--- config.mk ---
export PLATFORM = sky130hd
export DESIGN_NAME = tfpt_table
export DESIGN_NICKNAME = d
export VERILOG_FILES = /design/src/hdl/tfpt_pkg.sv /design/src/hdl/tfpt_table.sv
export SDC_FILE = /design/constraint.sdc
export NUM_CORES = 2
export LEC_CHECK = 0
export BUFFER_PORTS_ARGS = -buffer_cell sky130_fd_sc_hd__buf_2
export CORE_MARGIN = 8
export CORE_UTILIZATION = 32
export CTS_CLUSTER_DIAMETER = 60
export DETAILED_ROUTE_END_ITERATION = 16
export REMOVE_ABC_BUFFERS = 1
export SYNTH_ARGS = -nofsm -noshare
export SYNTH_HDL_FRONTEND = slang
export SYNTH_SLANG_ARGS = --single-unit
--- constraint.sdc ---
create_clock -name clk -period 1.93 [get_ports clk]
set_clock_uncertainty 0.15 [all_clocks]
set_input_delay 0.193 -clock clk [delete_from_list [all_inputs] [get_ports clk]]
set_output_delay 0.193 -clock clk [all_outputs]
set_load 0.05 [all_outputs]
--- src/hdl/tfpt_pkg.sv ---
// ---------------------------------------------------------------------------
// tfpt_pkg
// shared types and constants for the fifo page translator
// ---------------------------------------------------------------------------
package tfpt_pkg;

	localparam int TLB_DEPTH  = 16;
	localparam int PAGE_COUNT = 256;
	localparam int PAGE_W     = 8;
	localparam int FRAME_W    = 8;
	localparam int OFFSET_W   = 8;
	localparam int ADDR_W     = PAGE_W + OFFSET_W;
	localparam int CNT_W      = $clog2(TLB_DEPTH + 1);
	localparam int CFG_W      = 5;
	localparam int CAP_W      = (CNT_W > CFG_W) ? CNT_W : CFG_W;
	localparam int PADDR_W    = 3;

	localparam logic [CFG_W-1:0] TLB_ENTRIES_RESET = CFG_W'(16);
	localparam logic [0:0]       REG_TLB_ENTRIES   = 1'b0;

	typedef enum logic [1:0] {
		ST_IDLE,
		ST_LOOKUP,
		ST_DECIDE,
		ST_APPEND
	} state_t;

	typedef struct packed {
		logic               shift;
		logic [PAGE_W-1:0]  page;
		logic [FRAME_W-1:0] frame;
	} chain_ctrl_t;

	typedef struct packed {
		logic               map;
		logic [PAGE_W-1:0]  page;
		logic [FRAME_W-1:0] frame;
		logic               clr;
		logic [PAGE_W-1:0]  clr_page;
	} tbl_upd_t;

endpackage

--- src/hdl/tfpt_table.sv ---
// ---------------------------------------------------------------------------
// tfpt_table
// page table with per-page valid bits and a frame-to-page owner memory
// ---------------------------------------------------------------------------
module tfpt_table (
	input  logic                         clk,
	input  logic                         arst_n,
	input  logic [tfpt_pkg::PAGE_W-1:0]  rd_page,
	input  logic [tfpt_pkg::FRAME_W-1:0] rd_owner,
	input  tfpt_pkg::tbl_upd_t           upd,
	output logic                         page_valid,
	output logic [tfpt_pkg::FRAME_W-1:0] page_frame,
	output logic [tfpt_pkg::PAGE_W-1:0]  owner_page
);

	localparam int PN = tfpt_pkg::PAGE_COUNT;
	localparam int FN = 1 << tfpt_pkg::FRAME_W;

	logic [PN-1:0]                valid_q;
	logic [tfpt_pkg::FRAME_W-1:0] frame_mem [PN];
	logic [tfpt_pkg::PAGE_W-1:0]  owner_mem [FN];
	logic                         valid_rd_q;
	logic [tfpt_pkg::FRAME_W-1:0] frame_rd_q;
	logic [tfpt_pkg::PAGE_W-1:0]  owner_rd_q;

	always_ff @(posedge clk or negedge arst_n) begin
		if (!arst_n) begin
			valid_q <= '0;
		end else begin
			if (upd.clr) begin
				valid_q[upd.clr_page] <= 1'b0;
			end
			if (upd.map) begin
				valid_q[upd.page] <= 1'b1;
			end
		end
	end

	always_ff @(posedge clk) begin
		if (upd.map) begin
			frame_mem[upd.page]  <= upd.frame;
			owner_mem[upd.frame] <= upd.page;
		end
		valid_rd_q <= valid_q[rd_page];
		frame_rd_q <= frame_mem[rd_page];
		owner_rd_q <= owner_mem[rd_owner];
	end

	assign page_valid = valid_rd_q;
	assign page_frame = frame_rd_q;
	assign owner_page = owner_rd_q;

endmodule

==> summary.md <==
| Metric | Value |
|---|---|
| Synth warn | `0` |
| Core area | `0.5322 mm2` |
| GRT overflow | `0` |
| Hold Path Depth | `6` |
| Worst flop-to-flop path endpoint | `owner_page[5]` |
| Slowest CP cell | `o211ai_1` |
| Synth-to-layout area growth | `22.31%` |
| Worst slack at placement | `-1852 ps` |
| ANT nets after route | `0` |
| Worst-Skew Late Latency | `1030 ps` |
| DP Cell Count | `16930` |
| CP max FO | `1` |
| # port buffers | `60` |
| Die X-Extent | `746.3 um` |
| Clock Sinks | `4369` |
| Total track usage | `16.63%` |
| PnR Total Power | `201.2 mW` |
| Cell Rows | `268` |
| Critical path required time | `2660 ps` |
| Root Driver | `clkbuf_16` |
| Synth Flop Type | `edfxtp_1` |
| Syn Inst Count | `8671` |
| Failing checks | `negative setup slack` |
| Worst Hold Class | `input pin to register` |
| Reg clk slew, reported paths | `70 ps` |
| Post-synth EDFFs | `4096` |
| Die height | `746.3 um` |
| CTS buffer count | `420` |
| Clk buf depth | `4` |
| DRC viols | `0` |
| Peak supply drop | `848.6 uV` |
| Detailed Place HPWL | `319600 um` |
| RSZ-0062 raised after global routing | `true` |
| Post-synthesis sequential area ratio | `76.02%` |
| Tmin final | `2667 ps` |
| Hold Fails Final Rpt | `0` |
| Post-synth ARST share | `5.859%` |
| Worst EP arrival | `3400 ps` |
| Iteration-0 DRC Markers | `10880` |
| Sequential power share | `52.1%` |
| Via count | `94520` |
| Fin nets | `10420` |
| Worst reg2reg path depth | `7` |
| Router iterations before antenna repair | `6` |
| DR vias/cell | `5.321` |
| Setup Viol. Count Final | `77` |
| Worst setup margin | `-737.3 ps` |
| Reg2Reg Setup Slack | `-740 ps` |
| Syn avg cell area | `19.68 um2` |
| Share of cells above drive strength 1 | `33.63%` |
| Status | `complete, but fails checks` |
| Slew Viols, Final | `0` |
| P_int | `156.9 mW` |
| H-tree level count | `5` |
| Crit-path max cell delay | `660 ps` |
| Final wirelength | `482000 um` |
| Vias in the first global route | `96650` |
| Leak pwr | `69.03 nW` |
| Largest net degree at the start of global routing | `207` |
| Max Cap Viol | `0` |
| Post-synthesis cell type count | `62` |
| Synthesis-stage register bit count | `4369` |
| Hold path endpoint | `valid_q[120]` |
| IO Pins | `61` |
| Worst-margin pin slew | `1150 ps` |
| Tcrit/Tclk final | `138.2%` |
| Comb pwr share | `6.6%` |
| TritonCTS clock tree | `done` |
| Drt wl/cell | `27.13 um` |
| Initial antenna violation count | `41` |
| HP Start | `upd[5]` |
| CP startpoint kind | `register` |
| First-pass GRT wire length | `691800 um` |
| Post-synthesis cell area | `0.1707 mm2` |
| NetSw | `44.39 mW` |
| Routability Congestion | `0.9169` |
| Fin cells | `17760` |
| Crit end category | `register` |
| Max transition margin | `23.32%` |
| Net Sw Frac | `22.06%` |
| Die ar. | `0.5570 mm2` |
| Crit path cell chain | `mux4_2 > o21ai_0 > buf_4 > a22oi_2 > o211ai_1 > buf_4 > and4bb_1` |
| Worst path most repeated cell | `buf_4` |
| Pwr dens | `964.0 mW/mm2` |
| F_max | `374.9 MHz` |
| Kind of critical path | `register to register` |
| Starting Density | `32.07%` |
| FF-to-FF Start | `owner_mem[50][5]` |
| Clk network pwr share | `41.3%` |
sequential cells by signal, summed over array words and instances, names as in the netlist:
register and cells:
valid_q 256, page_frame 8, owner_page 8, owner_mem 2048, page_valid 1, frame_mem 2048
cell usage after synthesis, drive strengths merged (18+ instances only):
| master | instances | area [um2] |
|---|---|---|
| edfxtp | 4096 | 123000 |
| mux4 | 892 | 20090 |
| nor2 | 573 | 2153 |
| o21ai | 551 | 2758 |
| mux2i | 381 | 3814 |
| clkbuf | 317 | 1190 |
| a22oi | 282 | 2117 |
| buf | 268 | 2175 |
| dfrtp | 256 | 6406 |
| a21oi | 169 | 845.8 |
| o22ai | 131 | 819.5 |
| o221ai | 93 | 814.5 |
| nand2 | 89 | 334.1 |
| nor3 | 77 | 385.4 |
| nand3 | 67 | 335.3 |
| a221oi | 55 | 494.2 |
| a22o | 45 | 394.1 |
| nor2b | 40 | 250.2 |
| o211ai | 30 | 225.2 |
| nand4 | 28 | 175.2 |
| a211oi | 26 | 225.2 |
| nand2b | 26 | 162.7 |
| nor4 | 24 | 156.4 |
| or2 | 18 | 112.6 |
metal layers:
| layer | track usage, % | up-vias | routed length [um] |
|---|---|---|---|
| met1 | 22.10 | 49720 | 192200 |
| met4 | 5.934 | 26 | 19370 |
| li1 | - | 39350 | - |
| met3 | 3.727 | 931 | 43950 |
| met5 | 0 | - | 165 |
| met2 | 26.85 | 4488 | 226400 |
power by group through the flow:
| stage | clock [mW] | combinational [mW] | sequential, mW |
|---|---|---|---|
| 5_1_grt | 88.0 | 13.9 | 105 |
| 4_1_cts | 84.5 | 13.2 | 105 |
| 6_report | 83.2 | 13.3 | 105 |
| 2_1_floorplan | 0 | 4.17 | 107 |
| 3_5_place_dp | 0 | 12.6 | 107 |
| 3_3_place_gp | 0 | 12.4 | 107 |
what timing repair did:
item,CTS,global route
endpoints found under the hold margin,5867,56
hold buffers,46,5
resized for setup,263,77
setup buffers,0,1
endpoints found under the setup margin,34,1531
pin swaps,65,39
cell usage in the layout (no fill, tap or decap), types with 55 or more instances in the layout:
master and instances:
edfxtp_1 4096, a22oi_1 220, clkbuf_1 69, dfrtp_1 256, buf_12 231, nand3_1 56
buf_4 1530, nor2_1 564, o21ai_0 546, o22ai_1 119, nand2_1 87, clkbuf_16 430
nor3_1 55, clkinv_2 79, clkinv_1 89, o221ai_1 88, a21oi_1 139, a22oi_2 62
mux4_2 892, mux2i_1 380
how the worst max path moves through the flow:
stage                           from            end  cells after the start
floorplan                 rd_page[2]  page_frame[4]                      6
global placement          rd_page[0]  page_frame[6]                     10
detailed placement        rd_page[0]  page_frame[6]                     10
CTS                 owner_mem[23][5]  owner_page[5]                      7
global route        owner_mem[22][5]  owner_page[5]                      7
finish              owner_mem[50][5]  owner_page[5]                      7
final cells by class:
cell class	count	area, um2
fill	47050	323400
sequential	4369	129800
multi-input combinational	3700	38930
timing repair buffer	1868	17280
clock buffer	506	11120
tap	7020	8783
clock inverter	267	2738
inverter	17	63.81
antenna	16	40.04
stage by stage:
| stage | hold slack [ps] | instance area (um2) | utilization (%) | setup TNS (ps) |
|---|---|---|---|---|
| after CTS | 2.457 | 208300 | 39.15 | -28270 |
| after global placement | 61.17 | 192900 | 36.24 | -435260 |
| final | 3.294 | 208800 | 39.23 | -8694 |
| after detailed placement | 79.69 | 192900 | 36.24 | -444800 |
| after global routing | 2.134 | 208700 | 39.22 | -10630 |
| after floorplan | -252.6 | 167300 | - | -447380 |
critical path, delay by kind of cell (launching register included):
| family | cells | cell delay (ps) |
|---|---|---|
| buffers and inverters | 2 | 400 |
| muxes | 1 | 480 |
| and+or+nand+nor | 1 | 180 |
| AOI/OAI and AO/OA | 3 | 970 |
| DFF | 1 | 370 |
cell families (layout without fill, tap and decap cells):
family / Yosys count / count (layout) / synth area share [%]
AO/OA/AOI/OAI: 1437 / 1437 / 5.357
buffers and inverters: 602 / 2658 / 2.009
flip-flops: 4369 / 4369 / 76.02
multiplexers: 1280 / 1280 / 14.05
other: 0 / 16 / 0
AND/OR/NAND/NOR: 983 / 983 / 2.564
Power figures use the tool's default switching activity.
