File: config.mk
export PLATFORM = sky130hd
export DESIGN_NAME = tfpt_chain
export DESIGN_NICKNAME = d
export VERILOG_FILES = /design/src/hdl/tfpt_pkg.sv /design/src/hdl/tfpt_cell.sv /design/src/hdl/tfpt_chain.sv
export SDC_FILE = /design/constraint.sdc
export NUM_CORES = 1
export LEC_CHECK = 0
export BUFFER_PORTS_ARGS = -buffer_cell sky130_fd_sc_hd__buf_2
export CORE_ASPECT_RATIO = 0.5
export CORE_UTILIZATION = 50
export DETAILED_ROUTE_END_ITERATION = 6
export PLACE_DENSITY = 0.73
export SETUP_SLACK_MARGIN = 0.4
export SLEW_MARGIN = 10
export SYNTH_ARGS = -nofsm -noshare
export SYNTH_HDL_FRONTEND = slang
export SYNTH_SLANG_ARGS = --single-unit
File: constraint.sdc
create_clock -name clk -period 3.3 [get_ports clk]
set_input_delay 0.66 -clock clk [delete_from_list [all_inputs] [get_ports clk]]
set_output_delay 0.66 -clock clk [all_outputs]
set_load 0.01 [all_outputs]
File: src/hdl/tfpt_pkg.sv
// ---------------------------------------------------------------------------
// tfpt_pkg
// shared types and constants for the fifo page translator
// ---------------------------------------------------------------------------
package tfpt_pkg;

	localparam int TLB_DEPTH  = 16;
	localparam int PAGE_COUNT = 256;
	localparam int PAGE_W     = 8;
	localparam int FRAME_W    = 8;
	localparam int OFFSET_W   = 8;
	localparam int ADDR_W     = PAGE_W + OFFSET_W;
	localparam int CNT_W      = $clog2(TLB_DEPTH + 1);
	localparam int CFG_W      = 5;
	localparam int CAP_W      = (CNT_W > CFG_W) ? CNT_W : CFG_W;
	localparam int PADDR_W    = 3;

	localparam logic [CFG_W-1:0] TLB_ENTRIES_RESET = CFG_W'(16);
	localparam logic [0:0]       REG_TLB_ENTRIES   = 1'b0;

	typedef enum logic [1:0] {
		ST_IDLE,
		ST_LOOKUP,
		ST_DECIDE,
		ST_APPEND
	} state_t;

	typedef struct packed {
		logic               shift;
		logic [PAGE_W-1:0]  page;
		logic [FRAME_W-1:0] frame;
	} chain_ctrl_t;

	typedef struct packed {
		logic               map;
		logic [PAGE_W-1:0]  page;
		logic [FRAME_W-1:0] frame;
		logic               clr;
		logic [PAGE_W-1:0]  clr_page;
	} tbl_upd_t;

endpackage

File: src/hdl/tfpt_cell.sv
// ---------------------------------------------------------------------------
// tfpt_cell
// one translation buffer entry: holds a page and frame, compares the page
// ---------------------------------------------------------------------------
module tfpt_cell (
	input  logic                          clk,
	input  logic                          shift,
	input  logic [tfpt_pkg::PAGE_W-1:0]   prev_page,
	input  logic [tfpt_pkg::FRAME_W-1:0]  prev_frame,
	input  logic [tfpt_pkg::PAGE_W-1:0]   look_page,
	input  logic                          active,
	output logic [tfpt_pkg::PAGE_W-1:0]   page,
	output logic [tfpt_pkg::FRAME_W-1:0]  frame,
	output logic                          hit,
	output logic [tfpt_pkg::FRAME_W-1:0]  hit_frame
);

	logic [tfpt_pkg::PAGE_W-1:0]  page_q;
	logic [tfpt_pkg::FRAME_W-1:0] frame_q;

	always_ff @(posedge clk) begin
		if (shift) begin
			page_q  <= prev_page;
			frame_q <= prev_frame;
		end
	end

	assign page      = page_q;
	assign frame     = frame_q;
	assign hit       = active && (page_q == look_page);
	assign hit_frame = hit ? frame_q : '0;

endmodule

File: src/hdl/tfpt_chain.sv
// ---------------------------------------------------------------------------
// tfpt_chain
// row of buffer cells; newest entry enters at cell 0 and moves up on append
// ---------------------------------------------------------------------------
module tfpt_chain (
	input  logic                         clk,
	input  tfpt_pkg::chain_ctrl_t        ctrl,
	input  logic [tfpt_pkg::CNT_W-1:0]   fill,
	input  logic [tfpt_pkg::PAGE_W-1:0]  look_page,
	output logic                         hit,
	output logic [tfpt_pkg::FRAME_W-1:0] hit_frame
);

	localparam int N = tfpt_pkg::TLB_DEPTH;

	logic [N-1:0]                        cell_hit;
	logic [tfpt_pkg::PAGE_W-1:0]         cell_page  [N];
	logic [tfpt_pkg::FRAME_W-1:0]        cell_frame [N];
	logic [tfpt_pkg::FRAME_W-1:0]        cell_hfr   [N];
	logic [tfpt_pkg::PAGE_W-1:0]         in_page    [N];
	logic [tfpt_pkg::FRAME_W-1:0]        in_frame   [N];

	for (genvar k = 0; k < N; k++) begin : g_cell
		if (k == 0) begin : g_head
			assign in_page[k]  = ctrl.page;
			assign in_frame[k] = ctrl.frame;
		end else begin : g_body
			assign in_page[k]  = cell_page[k-1];
			assign in_frame[k] = cell_frame[k-1];
		end

		tfpt_cell u_cell (
			.clk       (clk),
			.shift     (ctrl.shift),
			.prev_page (in_page[k]),
			.prev_frame(in_frame[k]),
			.look_page (look_page),
			.active    (tfpt_pkg::CNT_W'(k) < fill),
			.page      (cell_page[k]),
			.frame     (cell_frame[k]),
			.hit       (cell_hit[k]),
			.hit_frame (cell_hfr[k])
		);
	end

	// a page sits in the buffer at most once, so the matches can be merged
	always_comb begin
		hit_frame = '0;
		for (int k = 0; k < N; k++) begin
			hit_frame = hit_frame | cell_hfr[k];
		end
	end

	assign hit = |cell_hit;

endmodule

==> impl_metrics.prom <==
# TYPE chip_impl_metric gauge
chip_impl_info{name="cpMaxStageDelayCell",value="or4_4"} 1
chip_impl_metric{name="synth_enable_flop_cells",unit=""} 256
chip_impl_metric{name="highest_ir_drop_seen_on_vdd",unit="mV"} 0.581
chip_impl_metric{name="crit_required",unit="ps"} 2640
chip_impl_metric{name="gr-total-overflow",unit=""} 0
chip_impl_metric{name="initial_core_util",unit=""} 0.516
chip_impl_metric{name="die_w",unit="µm"} 203
chip_impl_metric{name="route.vias.total",unit=""} 5468
chip_impl_metric{name="drtIter0Drc",unit=""} 440
chip_impl_metric{name="postSynthCellCount",unit=""} 571
chip_impl_info{name="timing.setup.critical_path_class",value="in2out"} 1
chip_impl_metric{name="drcViolationCount",unit=""} 0
chip_impl_metric{name="design.die.area",unit="µm²"} 20900
chip_impl_info{name="cts_tree",value="yes"} 1
chip_impl_metric{name="synth-seq-cells",unit=""} 256
chip_impl_metric{name="clock-skew-final",unit="ps"} 9.62
chip_impl_metric{name="timing.fmax",unit="MHz"} 312
chip_impl_metric{name="grt_pass1_wl",unit="µm"} 31600
chip_impl_metric{name="antennaDiodeCount",unit=""} 0
chip_impl_metric{name="cp.buffers_inverters",unit=""} 3
chip_impl_metric{name="fp.coreArea",unit="µm²"} 19700
chip_impl_metric{name="gr-usage-all-layers",unit=""} 0.206
chip_impl_metric{name="worstPathArrival",unit="ps"} 2550
chip_impl_metric{name="largest_net_degree_at_the_start_of_global_routing",unit=""} 80
chip_impl_metric{name="post_route_cells_drive_above_1_share",unit=""} 0.296
chip_impl_metric{name="power_density",unit="nW/µm²"} 607
chip_impl_info{name="cell_at_the_root_of_the_clock_tree",value="clkbuf_16"} 1
chip_impl_metric{name="met3_usage_grt",unit=""} 0.0556
chip_impl_metric{name="power.leakage",unit="µW"} 0.00425
chip_impl_metric{name="relSlewSlack",unit=""} 0.581
chip_impl_metric{name="io_pins",unit=""} 40
chip_impl_metric{name="numPortBuffers",unit=""} 39
chip_impl_metric{name="worst_pin_slew",unit="ps"} 628
chip_impl_info{name="min_path_type",value="in2reg"} 1
chip_impl_metric{name="die-height",unit="µm"} 103
chip_impl_metric{name="synthesis.nets",unit=""} 602
chip_impl_metric{name="number_of_detailed_routing_iterations_run_before_antenna_repair",unit=""} 5
chip_impl_info{name="family_with_the_most_delay_on_the_worst_path",value="simple AND/OR/NAND/NOR gates"} 1
chip_impl_metric{name="syn_avg_cell_area",unit="µm²"} 17.8
chip_impl_metric{name="synthArstFlopShare",unit=""} 0
chip_impl_metric{name="finish.utilization",unit=""} 0.630
chip_impl_info{name="prevailing_post_synth_register_cell",value="edfxtp_1"} 1
chip_impl_metric{name="htree_num_levels",unit=""} 1
chip_impl_metric{name="globalplace.congestion",unit=""} 0.823
chip_impl_metric{name="grt_pass1_vias",unit=""} 5665
chip_impl_metric{name="dp_hpwl",unit="µm"} 13600
chip_impl_metric{name="period_minus_slack",unit="ps"} 3210
chip_impl_metric{name="final-setup-viol-count",unit=""} 0
chip_impl_metric{name="tritoncts_num_sinks",unit=""} 256
chip_impl_metric{name="fp-row-count",unit=""} 36
chip_impl_metric{name="timing.final.max_slew_violations",unit=""} 0
chip_impl_metric{name="post_synthesis_instance_area",unit="µm²"} 10100
chip_impl_metric{name="max_stage_delay",unit="ps"} 510
chip_impl_metric{name="setup_tns",unit="ps"} 0
chip_impl_metric{name="synthToLayoutAreaGrowth",unit="%"} 22.2
chip_impl_metric{name="global_route.usage.met1",unit=""} 0.274
chip_impl_metric{name="clkTransAtPathRegs",unit="ps"} 70
chip_impl_info{name="critical_path_startpoint_category",value="input port"} 1
chip_impl_info{name="outcome",value="completed"} 1
chip_impl_metric{name="ant_nets",unit=""} 0
chip_impl_metric{name="viasPerCell",unit=""} 5.70
chip_impl_info{name="crit_path_end_kind",value="output pin"} 1
chip_impl_info{name="setup_repair_after_global_routing_missed_its_margin",value="true"} 1
chip_impl_metric{name="timing.max_cap.violations",unit=""} 0
chip_impl_info{name="top_usage_layer",value="met2"} 1
chip_impl_metric{name="nets",unit=""} 706
chip_impl_metric{name="synthesis.yosys.warnings",unit=""} 0
chip_impl_info{name="worstPathCellList",value="buf_2 -> or2_4 -> o211ai_1 -> nor4_2 -> buf_4 -> a22oi_2 -> nand2_1 -> or4_4 -> buf_6"} 1
chip_impl_metric{name="insertion_delay",unit="ps"} 520
chip_impl_metric{name="ys_seq_area_frac",unit=""} 0.757
chip_impl_metric{name="timing_hold_violations_final",unit=""} 0
chip_impl_metric{name="synth.distinct_cells",unit=""} 39
chip_impl_metric{name="routedWlPerCell",unit="µm"} 22.0
chip_impl_metric{name="worstPathMaxFanout",unit=""} 8
chip_impl_metric{name="ctsLongestPathBuffers",unit=""} 3
chip_impl_metric{name="number_of_antenna_violations_at_the_first_check_in_global_routing",unit=""} 0
chip_impl_metric{name="min_period_over_period",unit=""} 0.972
chip_impl_metric{name="layout.filler_cells",unit=""} 1355
chip_impl_metric{name="cts_buffers",unit=""} 24
chip_impl_metric{name="grtUsageMet2",unit=""} 0.338
chip_impl_metric{name="detail_route.wirelength",unit="µm"} 21100
## final timing paths
path	start	end	slack [ps]	depth (start not counted)
setup reg to reg	g_cell[1].u_cell.page[2]$_DFFE_PP_	g_cell[2].u_cell.page[2]$_DFFE_PP_	2500	1
setup / recovery	fill[4]	hit_frame[4]	90	9
hold reg to reg	g_cell[4].u_cell.frame[0]$_DFFE_PP_	g_cell[5].u_cell.frame[0]$_DFFE_PP_	440	0
hold / removal	ctrl[8]	g_cell[0].u_cell.page[0]$_DFFE_PP_	310	1
## state kept, by name (all words and copies together) (netlist names)
signal and count:
g_cell.u_cell.frame 128, g_cell.u_cell.page 128
## where the power goes
| part | total (µW) | switching [µW] | internal, µW |
|---|---|---|---|
| Clock | 3180 | 1230 | 1950 |
| Combinational | 432 | 236 | 196 |
| Sequential | 3920 | 115 | 3800 |
## metrics by stage
step | hold slack [ps] | setup WS, ps | cell area [µm²] | total power, µW | instances
finish | 309 | 91.2 | 12400 | 7530 | 959
global route | 291 | 52.2 | 12400 | 7730 | 959
CTS | 290 | 74.1 | 12200 | 7550 | 955
detailed placement | 433 | -131 | 11000 | 4370 | 906
global placement | 429 | -42.1 | 11000 | 4350 | 906
floorplan | 418 | 382 | 10200 | 4160 | 571
## cell type report
| class | instances | area [µm²] | area share |
|---|---|---|---|
| clock inverters | 17 | 284 | 0.0229 |
| repair buffers | 100 | 872 | 0.0703 |
| well taps | 266 | 333 | 0.0268 |
| multi-input cells | 291 | 2590 | 0.209 |
| inverters | 2 | 7.51 | 0.000605 |
| clock buffers | 27 | 633 | 0.0510 |
| flip-flops and latches | 256 | 7690 | 0.620 |
## kinds of logic (layout without fill, tap and decap cells)
logic type,count (synthesis),count (layout),share of synthesized area
DFF,256,256,0.757
buffers and inverters,24,146,0.0168
xor gates and xnor gates,128,128,0.110
AOI/OAI and AO/OA,76,76,0.0597
and+or+nand+nor,87,87,0.0556
## routing by layer
layer | up-vias | wire [µm]
met5 | - | 0
met4 | 0 | 519
met3 | 45 | 1600
met1 | 2739 | 9130
li1 | 2455 | -
met2 | 229 | 9860
## cells in the mapped netlist, types with 2 or more instances
| library cell | n | area share |
|---|---|---|
| edfxtp_1 | 256 | 0.76 |
| xnor2_1 | 93 | 0.080 |
| a22oi_1 | 35 | 0.026 |
| xor2_1 | 35 | 0.030 |
| nand4_1 | 26 | 0.016 |
| nand2_1 | 13 | 0.0048 |
| a22o_1 | 12 | 0.010 |
| a221oi_1 | 11 | 0.0095 |
| nor4_1 | 10 | 0.0062 |
| buf_4 | 9 | 0.0067 |
| buf_2 | 7 | 0.0035 |
| nor3_2 | 7 | 0.0069 |
| buf_6 | 5 | 0.0055 |
| nand3_1 | 5 | 0.0025 |
| a21oi_1 | 4 | 0.0020 |
| and4_1 | 4 | 0.0035 |
| nor2_1 | 4 | 0.0015 |
| nor4_2 | 4 | 0.0049 |
| or4_1 | 4 | 0.0030 |
| a22oi_2 | 3 | 0.0037 |
| nor3_1 | 3 | 0.0015 |
| inv_1 | 2 | 0.00074 |
| o21ai_0 | 2 | 0.00099 |
| or2_1 | 2 | 0.0012 |
## repair_timing
item,CTS,global route
setup endpoints to repair,9,9
hold buffers,0,0
pin swaps,13,18
gates resized for setup,47,29
endpoints found under the hold margin,0,0
setup buffers,5,4
## cell usage in the layout (no fill, tap or decap), drive strengths merged, types with 3 or more instances in the layout
master / instances
clkinv: 6
clkinvlp: 3
or2: 3
a22oi: 38
nor4: 14
clkbuf: 27
xor2: 35
nand4: 26
buf: 100
and4: 4
nand2: 13
a22o: 13
nand3: 5
nor3: 10
nor2: 4
inv: 3
a221oi: 11
or4: 4
a21oi: 4
bufinv: 7
o21ai: 3
edfxtp: 256
xnor2: 93
Power figures use the tool's default switching activity.
